`config.mk`:
```
export PLATFORM = sky130hd
export DESIGN_NAME = cpu_alu_8_16_bcd_top
export DESIGN_NICKNAME = d
export VERILOG_FILES = /design/src/hdl/calu_pkg.sv /design/src/hdl/cpu_alu_8_16_bcd_top.sv /design/src/hdl/calu_prep.sv /design/src/hdl/calu_exec.sv /design/src/hdl/calu_final.sv
export SDC_FILE = /design/constraint.sdc
export NUM_CORES = 1
export LEC_CHECK = 0
export BUFFER_PORTS_ARGS = -buffer_cell sky130_fd_sc_hd__buf_2
export CORE_MARGIN = 2
export CORE_UTILIZATION = 42
export CTS_CLUSTER_DIAMETER = 40
export CTS_CLUSTER_SIZE = 20
export DETAILED_ROUTE_END_ITERATION = 7
export PLACE_DENSITY_LB_ADDON = 0.05
export SLEW_MARGIN = 20
export SYNTH_ARGS = -nofsm -noshare
export SYNTH_HDL_FRONTEND = slang
export SYNTH_SLANG_ARGS = --single-unit
```
`constraint.sdc`:
```
create_clock -name clk_i -period 9.8 [get_ports clk_i]
set_input_delay 0 -clock clk_i [delete_from_list [all_inputs] [get_ports clk_i]]
set_output_delay 0 -clock clk_i [all_outputs]
set_load 0.02 [all_outputs]
```
`src/hdl/calu_pkg.sv`:
```
`default_nettype none

package calu_pkg;

  typedef enum logic [4:0] {
    K_OR      = 5'd0,
    K_AND     = 5'd1,
    K_XOR     = 5'd2,
    K_ADC     = 5'd3,
    K_SBC     = 5'd4,
    K_CMP     = 5'd5,
    K_BIT     = 5'd6,
    K_BIT_IMM = 5'd7,
    K_ASL     = 5'd8,
    K_LSR     = 5'd9,
    K_ROL     = 5'd10,
    K_ROR     = 5'd11,
    K_INC     = 5'd12,
    K_DEC     = 5'd13,
    K_LOAD    = 5'd14,
    K_TSB     = 5'd15,
    K_TRB     = 5'd16
  } kind_e;

  // status bit positions
  localparam int unsigned FlagC = 0;
  localparam int unsigned FlagZ = 1;
  localparam int unsigned FlagD = 3;
  localparam int unsigned FlagV = 6;
  localparam int unsigned FlagN = 7;

  localparam logic [15:0] MaskWide   = 16'hFFFF;
  localparam logic [15:0] MaskNarrow = 16'h00FF;
  localparam logic [15:0] SignWide   = 16'h8000;
  localparam logic [15:0] SignNarrow = 16'h0080;

  // operands after width masking
  typedef struct packed {
    logic [4:0]  kind;
    logic [7:0]  reg_hi;
    logic [15:0] a;
    logic [15:0] v;
    logic [15:0] b;       // addend: v, or its complement for subtract and compare
    logic        cin;
    logic        narrow;
    logic [7:0]  status;
  } s1_t;

  // binary sum, logic and shift results, low BCD byte
  typedef struct packed {
    logic [4:0]  kind;
    logic [7:0]  reg_hi;
    logic [15:0] a;
    logic [15:0] v;
    logic [15:0] b;
    logic        narrow;
    logic [7:0]  status;
    logic [16:0] bin;
    logic [15:0] lres;
    logic        lc;
    logic        and_zero;
    logic [7:0]  bcd_lo;
    logic        bcd_c1;
  } s2_t;

  typedef struct packed {
    logic [15:0] result;
    logic [7:0]  status;
    logic        writes;
  } res_t;

  // one packed BCD digit step; cy is carry for add and not-borrow for subtract
  // returns {carry out, digit}
  function automatic logic [4:0] bcd_digit(input logic [3:0] x, input logic [3:0] y,
                                           input logic cy, input logic sub);
    logic [5:0] s;
    begin
      if (!sub) begin
        s = {2'b00, x} + {2'b00, y} + {5'b00000, cy};
        if (s > 6'd9) s = s + 6'd6;
        bcd_digit = {(s > 6'd15), s[3:0]};
      end else begin
        s = {2'b00, x} - {2'b00, y} - {5'b00000, ~cy};
        if (s[5]) s = s - 6'd6;
        bcd_digit = {~s[5], s[3:0]};
      end
    end
  endfunction

endpackage

`default_nettype wire

```
`src/hdl/cpu_alu_8_16_bcd_top.sv`:
```
`default_nettype none

// channel   handshake                  payload
// -------   -------------------------  ------------------------------------------------
// in        in_valid_i / in_stall_o    kind_i reg_value_i operand_i narrow_i status_in_i
// out       out_valid_o / out_stall_i  result_o status_out_o writes_value_o
//
// Three register stages: operand masking, binary add plus logic, shifts and the
// low BCD byte, then the high BCD byte with result select and flag update.
// One transfer per cycle sustained while the output is not stalled; each item passes
// one register per stage, with the four-digit BCD carry chain split over the last two.
// Reset clears the stage valid bits only; payload registers are not reset.
// A stall on the output holds each stage that is full and whose successor
// cannot take its item; empty stages still fill, so no transfer is lost.

module cpu_alu_8_16_bcd_top (
  input  wire logic        clk_i,
  input  wire logic        rst_ni,
  input  wire logic        in_valid_i,
  output logic             in_stall_o,
  input  wire logic [4:0]  kind_i,
  input  wire logic [15:0] reg_value_i,
  input  wire logic [15:0] operand_i,
  input  wire logic        narrow_i,
  input  wire logic [7:0]  status_in_i,
  output logic             out_valid_o,
  input  wire logic        out_stall_i,
  output logic [15:0]      result_o,
  output logic [7:0]       status_out_o,
  output logic             writes_value_o
);
  import calu_pkg::*;

  logic  v1, v2, v3;
  logic  en1, en2, en3;
  s1_t   s1;
  s2_t   s2;
  res_t  res;

  // a stage advances when it is empty or the one after it advances
  assign en3        = !v3 || !out_stall_i;
  assign en2        = !v2 || en3;
  assign en1        = !v1 || en2;
  assign in_stall_o = !en1;

  calu_prep u_prep (
    .clk_i       (clk_i),
    .rst_ni      (rst_ni),
    .en_i        (en1),
    .valid_i     (in_valid_i),
    .kind_i      (kind_i),
    .reg_value_i (reg_value_i),
    .operand_i   (operand_i),
    .narrow_i    (narrow_i),
    .status_in_i (status_in_i),
    .valid_o     (v1),
    .item_o      (s1)
  );

  calu_exec u_exec (
    .clk_i   (clk_i),
    .rst_ni  (rst_ni),
    .en_i    (en2),
    .valid_i (v1),
    .item_i  (s1),
    .valid_o (v2),
    .item_o  (s2)
  );

  calu_final u_final (
    .clk_i   (clk_i),
    .rst_ni  (rst_ni),
    .en_i    (en3),
    .valid_i (v2),
    .item_i  (s2),
    .valid_o (v3),
    .res_o   (res)
  );

  assign out_valid_o    = v3;
  assign result_o       = res.result;
  assign status_out_o   = res.status;
  assign writes_value_o = res.writes;

endmodule

`default_nettype wire

```
`src/hdl/calu_prep.sv`:
```
`default_nettype none

module calu_prep (
  input  wire logic         clk_i,
  input  wire logic         rst_ni,
  input  wire logic         en_i,
  input  wire logic         valid_i,
  input  wire logic [4:0]   kind_i,
  input  wire logic [15:0]  reg_value_i,
  input  wire logic [15:0]  operand_i,
  input  wire logic         narrow_i,
  input  wire logic [7:0]   status_in_i,
  output logic              valid_o,
  output calu_pkg::s1_t     item_o
);
  import calu_pkg::*;

  logic [15:0] mask;
  logic        is_sub;
  s1_t         item_d, item_q;
  logic        valid_q;

  always_comb begin
    mask          = narrow_i ? MaskNarrow : MaskWide;
    is_sub        = (kind_i == K_SBC) || (kind_i == K_CMP);
    item_d.kind   = kind_i;
    item_d.reg_hi = reg_value_i[15:8];
    item_d.a      = reg_value_i & mask;
    item_d.v      = operand_i & mask;
    item_d.b      = is_sub ? (~operand_i & mask) : (operand_i & mask);
    // compare is a subtract with no borrow in
    item_d.cin    = (kind_i == K_CMP) ? 1'b1 : status_in_i[FlagC];
    item_d.narrow = narrow_i;
    item_d.status = status_in_i;
  end

  always_ff @(posedge clk_i or negedge rst_ni) begin
    if (!rst_ni) begin
      valid_q <= 1'b0;
    end else if (en_i) begin
      valid_q <= valid_i;
    end
  end

  always_ff @(posedge clk_i) begin
    if (en_i) begin
      item_q <= item_d;
    end
  end

  assign valid_o = valid_q;
  assign item_o  = item_q;

endmodule

`default_nettype wire

```
`src/hdl/calu_exec.sv`:
```
`default_nettype none

module calu_exec (
  input  wire logic          clk_i,
  input  wire logic          rst_ni,
  input  wire logic          en_i,
  input  wire logic          valid_i,
  input  wire calu_pkg::s1_t item_i,
  output logic               valid_o,
  output calu_pkg::s2_t      item_o
);
  import calu_pkg::*;

  logic [15:0] mask;
  logic [15:0] sign;
  logic        cy;
  logic        sub;
  logic [4:0]  dig0;
  logic [4:0]  dig1;
  s2_t         item_d, item_q;
  logic        valid_q;

  always_comb begin
    mask = item_i.narrow ? MaskNarrow : MaskWide;
    sign = item_i.narrow ? SignNarrow : SignWide;
    cy   = item_i.status[FlagC];
    sub  = (item_i.kind == K_SBC);

    item_d.kind     = item_i.kind;
    item_d.reg_hi   = item_i.reg_hi;
    item_d.a        = item_i.a;
    item_d.v        = item_i.v;
    item_d.b        = item_i.b;
    item_d.narrow   = item_i.narrow;
    item_d.status   = item_i.status;
    item_d.bin      = {1'b0, item_i.a} + {1'b0, item_i.b} + {16'h0000, item_i.cin};
    item_d.and_zero = ((item_i.a & item_i.v) == 16'h0000);

    // low two decimal digits
    dig0 = bcd_digit(item_i.a[3:0], item_i.v[3:0], cy, sub);
    dig1 = bcd_digit(item_i.a[7:4], item_i.v[7:4], dig0[4], sub);
    item_d.bcd_lo = {dig1[3:0], dig0[3:0]};
    item_d.bcd_c1 = dig1[4];

    item_d.lc = 1'b0;
    case (item_i.kind)
      K_OR:    item_d.lres = item_i.a | item_i.v;
      K_AND:   item_d.lres = item_i.a & item_i.v;
      K_XOR:   item_d.lres = item_i.a ^ item_i.v;
      K_ASL: begin
        item_d.lres = (item_i.a << 1) & mask;
        item_d.lc   = |(item_i.a & sign);
      end
      K_LSR: begin
        item_d.lres = item_i.a >> 1;
        item_d.lc   = item_i.a[0];
      end
      K_ROL: begin
        item_d.lres = ((item_i.a << 1) | {15'h0000, cy}) & mask;
        item_d.lc   = |(item_i.a & sign);
      end
      K_ROR: begin
        item_d.lres = (item_i.a >> 1) | (cy ? sign : 16'h0000);
        item_d.lc   = item_i.a[0];
      end
      K_INC:   item_d.lres = (item_i.a + 16'h0001) & mask;
      K_DEC:   item_d.lres = (item_i.a - 16'h0001) & mask;
      K_LOAD:  item_d.lres = item_i.v;
      K_TSB:   item_d.lres = item_i.v | item_i.a;
      K_TRB:   item_d.lres = item_i.v & ~item_i.a;
      default: item_d.lres = item_i.a;
    endcase
  end

  always_ff @(posedge clk_i or negedge rst_ni) begin
    if (!rst_ni) begin
      valid_q <= 1'b0;
    end else if (en_i) begin
      valid_q <= valid_i;
    end
  end

  always_ff @(posedge clk_i) begin
    if (en_i) begin
      item_q <= item_d;
    end
  end

  assign valid_o = valid_q;
  assign item_o  = item_q;

endmodule

`default_nettype wire

```
`src/hdl/calu_final.sv`:
```
`default_nettype none

module calu_final (
  input  wire logic          clk_i,
  input  wire logic          rst_ni,
  input  wire logic          en_i,
  input  wire logic          valid_i,
  input  wire calu_pkg::s2_t item_i,
  output logic               valid_o,
  output calu_pkg::res_t     res_o
);
  import calu_pkg::*;

  logic [15:0] mask;
  logic [15:0] sign;
  logic        sub;
  logic [4:0]  dig2;
  logic [4:0]  dig3;
  logic [15:0] bcd_r;
  logic        bcd_c;
  logic        bin_c;
  logic        ovf;
  logic [15:0] r;
  logic [15:0] rm;
  logic [15:0] cmp_r;
  logic [7:0]  p;
  logic        wr;
  logic        set_nz;
  logic [15:0] nz_val;
  res_t        res_d, res_q;
  logic        valid_q;

  always_comb begin
    mask = item_i.narrow ? MaskNarrow : MaskWide;
    sign = item_i.narrow ? SignNarrow : SignWide;
    sub  = (item_i.kind == K_SBC);

    // high two decimal digits; narrow takes its carry after the second digit
    dig2  = bcd_digit(item_i.a[11:8], item_i.v[11:8], item_i.bcd_c1, sub);
    dig3  = bcd_digit(item_i.a[15:12], item_i.v[15:12], dig2[4], sub);
    bcd_r = {dig3[3:0], dig2[3:0], item_i.bcd_lo};
    bcd_c = item_i.narrow ? item_i.bcd_c1 : dig3[4];

    bin_c = item_i.narrow ? item_i.bin[8] : item_i.bin[16];
    // overflow from the binary sum, decimal mode too
    ovf   = |(~(item_i.a ^ item_i.b) & (item_i.a ^ item_i.bin[15:0]) & sign);
    cmp_r = item_i.bin[15:0] & mask;

    p      = item_i.status;
    r      = item_i.a;
    wr     = 1'b1;
    set_nz = 1'b0;
    nz_val = 16'h0000;

    case (item_i.kind)
      K_OR, K_AND, K_XOR, K_INC, K_DEC, K_LOAD: begin
        r      = item_i.lres;
        set_nz = 1'b1;
      end
      K_ASL, K_LSR, K_ROL, K_ROR: begin
        r        = item_i.lres;
        p[FlagC] = item_i.lc;
        set_nz   = 1'b1;
      end
      K_ADC, K_SBC: begin
        r        = item_i.status[FlagD] ? bcd_r : (item_i.bin[15:0] & mask);
        p[FlagC] = item_i.status[FlagD] ? bcd_c : bin_c;
        p[FlagV] = ovf;
        set_nz   = 1'b1;
      end
      K_CMP: begin
        p[FlagC] = bin_c;
        p[FlagN] = |(cmp_r & sign);
        p[FlagZ] = (cmp_r == 16'h0000);
        wr       = 1'b0;
      end
      K_BIT: begin
        p[FlagN] = item_i.narrow ? item_i.v[7] : item_i.v[15];
        p[FlagV] = item_i.narrow ? item_i.v[6] : item_i.v[14];
        p[FlagZ] = item_i.and_zero;
        wr       = 1'b0;
      end
      K_BIT_IMM: begin
        p[FlagZ] = item_i.and_zero;
        wr       = 1'b0;
      end
      K_TSB, K_TRB: begin
        r        = item_i.lres;
        p[FlagZ] = item_i.and_zero;
      end
      default: begin
        wr = 1'b0;
      end
    endcase

    rm = r & mask;
    if (set_nz) begin
      nz_val   = rm;
      p[FlagN] = |(nz_val & sign);
      p[FlagZ] = (nz_val == 16'h0000);
    end

    res_d.result = item_i.narrow ? {item_i.reg_hi, rm[7:0]} : rm;
    res_d.status = p;
    res_d.writes = wr;
  end

  always_ff @(posedge clk_i or negedge rst_ni) begin
    if (!rst_ni) begin
      valid_q <= 1'b0;
    end else if (en_i) begin
      valid_q <= valid_i;
    end
  end

  always_ff @(posedge clk_i) begin
    if (en_i) begin
      res_q <= res_d;
    end
  end

  assign valid_o = valid_q;
  assign res_o   = res_q;

endmodule

`default_nettype wire
```
======== After elaboration in Yosys (flattened, before gate mapping) ========
Index checks and enable logic that the tools add are counted.
storage, ports and cells
  output and inout port bits .............. 27
  input port bits ......................... 50
  register bits ........................... 213
  word-level logic and storage cells ...... 198
cells by class
  muxes and demuxes ....................... 45
  equality and inequality tests ........... 30
  bitwise gates (word level) .............. 33
  $add $sub $neg .......................... 28
  reduce and logical (&&, ||, !) cells .... 27
  magnitude comparators ................... 8
operator list
  kind                     number
  $and A16 B16 Y16         16
  $pmux W16 S11            1
  $mux W16                 9
  $mux W6                  16
  $eq A5 B4 Y1 const B     16
  $reduce_or A16 Y1        4
  $gt A6 B4 Y1 const B     8
  $logic_not A16 Y1        3
  $not A16 Y16             3
  $xor A16 B16 Y16         3
  $eq A5 B3 Y1 const B     7
  $pmux W16 S2             1
  $add A6 B1 Y6            4
  $add A6 B3 Y6 const B    4
  $reduce_or A12 Y1        2
  $sub A6 B1 Y6            4
  $sub A6 B3 Y6 const B    4
  $add A4 B4 Y5            4
  $mux W5                  4
  $sub A4 B4 Y5            4
  $add A16 B16 Y17         1
  $add A17 B1 Y17          1
  $add A16 B1 Y16 const B  1
  $or A15 B16 Y16          1
  16 further kinds         50

======== Logic depth before layout (Yosys ltp) ========
  word-level depth ........................ 20
  gate-level depth with buffers ........... 25
  gate-level depth less buffers ........... 23

======== Hierarchy ========
Synthesis repeated with hierarchy kept, for this count alone.
unflattened totals
  cells, all modules ...................... 1153
  area, all modules ....................... 13389.1 um2
modules (own cells, without submodules)
  module                sequential area each (um2)  times used  cells an instance  area an instance (um2)
  calu_exec             3448.3                      1           686                7833.8
  calu_final            775.7                       1           345                3017.9
  calu_prep             2157.1                      1           118                2513.7
  cpu_alu_8_16_bcd_top  0.0                         1           4                  23.8

======== Worst setup path after synthesis ========
OpenSTA, ideal clock, no wires.
  path kind ............................... register -> register
  start ................................... register u_exec.item_q, in the netlist u_exec.item_o[77]
  end ..................................... register u_final.res_q, in the netlist u_final.res_o[2] (data pin)
  data required time ...................... 9.620 ns
  cell stages (with the launch flop) ...... 21
  path buffers ............................ 2
  period minus slack after synthesis ...... 4.669 ns
  library setup time ...................... 0.180 ns
  data arrival time ....................... 4.489 ns
  path slack .............................. 5.131 ns
  path through ............................ edfxtp_1 ha_1 fa_1 ha_1 clkbuf_1 xnor2_1 ha_1 nand4_1 o21ai_0 a21oi_1 o211ai_1 o21ai_0 ha_1 ha_1 clkbuf_1 nor2_1 a221oi_1 nor4_1 o311a_2 or3_1 o41ai_2
between the ends
  word-level cells in the longest chain between the ends .. 18
  elaborated cells on any way between the ends .. 30
  classes of those cells .................. 10 x add/sub; 3 x order compare; 13 x mux; 3 x bitwise; 1 x reduce/logical
RTL lines
  element                                         line                            source
  start: declaration                              calu_exec.sv:20                 s2_t item_d, item_q;
  start signal: assignment                        calu_exec.sv:85                 item_q <= item_d;
  $add A4 B4 Y5 or $sub A4 B4 Y5 (tied branches)  calu_pkg.sv:79, calu_pkg.sv:83
  $add A6 B1 Y6 or $sub A6 B1 Y6 (tied branches)  calu_pkg.sv:79, calu_pkg.sv:83
  $add A6 B3 Y6 (tied with other cells)           calu_pkg.sv:80                  if (s > 6'd9) s = s + 6'd6;
  $mux W6 (on tied branches)                      calu_pkg.sv:80, calu_pkg.sv:84
  $mux W6                                         calu_pkg.sv:78                  if (!sub) begin
  $gt A6 B4 Y1 or $not A1 Y1 (tied branches)      calu_pkg.sv:81, calu_pkg.sv:85
  $mux W5 (*)                                     calu_pkg.sv:78
  $not A1 Y1                                      calu_pkg.sv:83                  s = {2'b00, x} - {2'b00, y} - {5'b00000, ~cy};
  [... 3 more ...]                                --
  $mux W6                                         calu_pkg.sv:78
  $mux W5                                         calu_pkg.sv:78
  $mux W16 (*)                                    calu_final.sv:66                r = item_i.status[FlagD] ? bcd_r : (item_i.bin[15:0] & mask);
  $pmux W16 S2 (*)                                calu_final.sv:55                case (item_i.kind)
  $and A16 B16 Y16 (*)                            calu_final.sv:96                rm = r & mask;
  $logic_not A16 Y1 (*)                           calu_final.sv:100               p[FlagZ] = (nz_val == 16'h0000);
  $mux W1 (*)                                     calu_final.sv:97                if (set_nz) begin
  net u_final.p[1]                                calu_final.sv:26                logic [7:0] p;
  end signal: assignment                          calu_final.sv:118               res_q <= res_d;
  end: declaration                                calu_final.sv:30                res_t res_d, res_q;
The timed path passes the listed nets; every way through them passes the cells marked *. The select of a mux whose other input is x is not followed.
A chain may end at the register's enable or synchronous reset.

======== Worst setup path after layout ========
  start ................................... register u_exec.item_q, in the netlist u_exec.item_o[93]
  end ..................................... register u_final.res_q, in the netlist u_final.res_o[2] (data pin)
between the ends
  word-level cells in the longest chain between the ends .. 18
  elaborated cells on any way between the ends .. 30
  classes of those cells .................. 10 x add/sub; 3 x order compare; 13 x mux; 3 x bitwise; 1 x reduce/logical
RTL lines
  element                                         line
  $add A4 B4 Y5 or $sub A4 B4 Y5 (tied branches)  calu_pkg.sv:79, calu_pkg.sv:83
  $add A6 B1 Y6 or $sub A6 B1 Y6 (tied branches)  calu_pkg.sv:79, calu_pkg.sv:83
  $add A6 B3 Y6 (tied with other cells)           calu_pkg.sv:80
  $mux W6 (on tied branches)                      calu_pkg.sv:80, calu_pkg.sv:84
  $mux W6                                         calu_pkg.sv:78
  $gt A6 B4 Y1 or $not A1 Y1 (tied branches)      calu_pkg.sv:81, calu_pkg.sv:85
  $mux W5                                         calu_pkg.sv:78
  $not A1 Y1                                      calu_pkg.sv:83
  [... 3 more ...]                                --
  $mux W6                                         calu_pkg.sv:78
  $mux W5                                         calu_pkg.sv:78
  $mux W16                                        calu_final.sv:66
  $pmux W16 S2 (*)                                calu_final.sv:55
  $and A16 B16 Y16 (*)                            calu_final.sv:96
  $logic_not A16 Y1 (*)                           calu_final.sv:100
  $mux W1 (*)                                     calu_final.sv:97
  net u_final.p[1]                                calu_final.sv:26
Marks and branches as above.

==> reports/qor.txt <==
DRC errors left - 0
crit end category - flop
vias - 10267
fin area - 15300 sq um
Synth Register Bits - 193
Slew @ Worst Pin - 1.03 ns
DR pass1 iterations - 5
Core Box Area - 31600 sq um
main flop type after synthesis - edfxtp_1
worst min-delay path class - in -> reg
ant diodes - 0
port bufs - 76
clock insertion delay at the later pin of the skew report - 0.46 ns
Startpoint Class - flop
Syn Area/Cell - 10.6 sq um
most common library cells after synthesis - edfxtp_1 (190), ha_1 (125), nor2_1 (101), inv_1 (81), a21oi_1 (79)
FILL cells - 2913
syn_nets - 1456
Synth Instances - 1270
DR vias/cell - 5.75
Rel. slew slack - 0.311
EDFF count, synth - 190
Tmin final - 5.16 ns
clock network fraction of design power - 0.230
Nets - 1557
dpl hpwl - 27400 um
initial antenna violation count - 0
CTS resizes - 0
Post-DP Area - 14200 sq um
Worst path top cell family by delay - adder cells
routed wire length - 36800 um
first-pass GRT wire length - 57100 um
CTS root buf - clkbuf_16
Mapped Area - 13500 sq um
area share of the leading cell type in the synthesized netlist - 0.424
Layout area overhead - 13.5%
CTS tree - done
Largest stage delay, worst path - 0.50 ns
Yosys Warn Count - 0
Peak supply drop - 0.133 mV
top area cells in the synthesized netlist - edfxtp_1 (42%), ha_1 (12%), xnor2_1 (3.2%)
Clock transition at path regs - 0.09 ns
routing usage on met2 - 0.342
M3 GR Usage - 0.0429
GR Layer Usage met1 - 0.327
unrepaired setup endpoints after global routing - false
setup TNS - 0 ns
die width - 183 um
CP max FO - 11
WS Path Type - reg -> reg
FP Rows - 65
fraction of layout cells with a size suffix above 1 - 0.114
ys async rst share - 0.0155
most used cell, CP - ha_1
DR WL/cell - 20.6 um
number of buffers and inverters on the critical path - 0
gr ovfl total - 0
Hold Buf Count CTS - 48
Int Pwr - 1.95 mW
Seq pwr share - 0.381
CP Data Required Time - 10.07 ns
Slowest-stage cell, CP - fa_1
cts bufs inserted - 17
register area share after synthesis - 0.429
Starting Density - 0.427
Post-CTS Setup Bufs - 0
Comb pwr share - 0.389
sw power - 1.24 mW
Max Cap Viol - 0
count leader, synth - edfxtp_1
Total GRT Usage - 0.225
status - complete, no violations
# IOs - 77
Sw Ratio - 0.388
Reg2Reg Setup Slack - 4.64 ns
gpl congestion - 0.864
critical path cell sequence - ha_1, fa_1, ha_1, xnor2_1, nand2_1, nand4_1, o21ai_0, a21oi_1, o211ai_1, o21ai_0, ha_1, ha_1, nor2_1, a221oi_1, nor4_1, o311a_2, or3_1, o41ai_2
largest net degree at the start of global routing - 61
global-route layer with the greatest usage - met2
full die area - 33500 sq um
Max Root-Sink Buffers - 2
Final Setup Violations - 0
synth unique cells - 88
Max H-tree Level - 4
Final ANT Viol Nets - 0
Fmax achieved - 194 MHz
die height - 183 um
clk_skew - 0.0151 ns
Arr. time, crit path - 5.43 ns
power per standard cell area - 209 nW/um^2
vias in the first global route - 9928
Final Max Slew Viols - 0
Tot Pwr - 3.19 mW
crit share post-route - 0.527
Pleak - 6.22 nW
DRT iter0 DRCs - 854
Yosys top cell by area - edfxtp_1
Fin. Hold Viols - 0
Sink Count - 193
==> per-layer routing <==
layer	part of all wire	routed length, um
met5	0	0
met4	0.018	652
met3	0.065	2390
met2	0.43	16000
met1	0.48	17800
==> power by group through the flow <==
| stage | combinational (mW) | clock [mW] | sequential, mW |
|---|---|---|---|
| 3_5_place_dp | 1.22 | 0 | 1.23 |
| 2_1_floorplan | 0.920 | 0 | 1.19 |
| 3_3_place_gp | 1.21 | 0 | 1.23 |
| 5_1_grt | 1.40 | 0.786 | 1.23 |
| 6_report | 1.24 | 0.734 | 1.22 |
| 4_1_cts | 1.24 | 0.754 | 1.22 |
==> registers in the layout, summed over array words and instances (netlist names) <==
name / flops
u_exec.valid_o: 1
u_exec.item_o: 94
u_final.valid_o: 1
u_prep.item_o: 71
u_final.res_o: 25
u_prep.valid_o: 1
==> cells in the final DEF (no fill, tap or decap), types with 17 or more instances in the layout <==
cell,n
nor2_1,101
ha_1,125
inv_1,81
xor2_1,28
dlygate4sd3_1,48
a21oi_1,79
xnor2_1,49
nand3_1,25
o211ai_1,21
nor2b_1,31
clkbuf_16,17
o21ai_0,46
edfxtp_1,190
mux2i_1,23
nor3_1,26
nand2_1,60
a21o_1,20
buf_2,76
==> through the flow <==
stage	hold WS [ns]	cells	setup slack, ns	util
floorplan	-0.296	1270	5.13	-
global placement	-0.201	1706	4.79	0.449
detailed placement	-0.201	1706	4.72	0.449
CTS	0.0343	1786	4.68	0.484
global route	0.0527	1786	4.21	0.484
finish	0.0323	1786	4.64	0.484
==> final timing paths <==
path / from / endpoint / cells after the start
min in group asynchronous: rst_ni / u_exec.valid_o$_DFFE_PN0P_ / 3
max in group asynchronous: rst_ni / u_prep.valid_o$_DFFE_PN0N_ / 3
worst min register to register: u_prep.item_o[5]$_DFFE_PN_ / u_exec.item_o[49]$_DFFE_PP_ / 0
worst max-delay path: u_exec.item_o[93]$_DFFE_PP_ / u_final.res_o[2]$_DFFE_PP_ / 18
worst max register to register: u_exec.item_o[93]$_DFFE_PP_ / u_final.res_o[2]$_DFFE_PP_ / 18
worst min-delay path: narrow_i / u_prep.item_o[8]$_DFFE_PN_ / 1
==> cell type report <==
cell class,count,area (sq um),share of cell area
clock buffer,17,425,0.0278
clock inverter,15,199,0.0130
inverter,81,304,0.0199
multi-input combinational,944,7140,0.467
sequential,193,5780,0.378
tap,402,503,0.0329
timing repair buffer,134,936,0.0612
==> cells by family (layout without fill, tap and decap cells) <==
| kind of cell | count (synthesis) | count (layout) | synth area share |
|---|---|---|---|
| AND/OR/NAND/NOR | 352 | 352 | 0.136 |
| adder cells (fa/ha/maj) | 136 | 136 | 0.133 |
| flip-flops | 193 | 193 | 0.429 |
| XOR/XNOR | 78 | 78 | 0.0513 |
| AO/OA/AOI/OAI | 349 | 349 | 0.186 |
| buffers and inverters | 133 | 247 | 0.0419 |
| multiplexers | 29 | 29 | 0.0221 |
(Power assumes the default switching activity.)
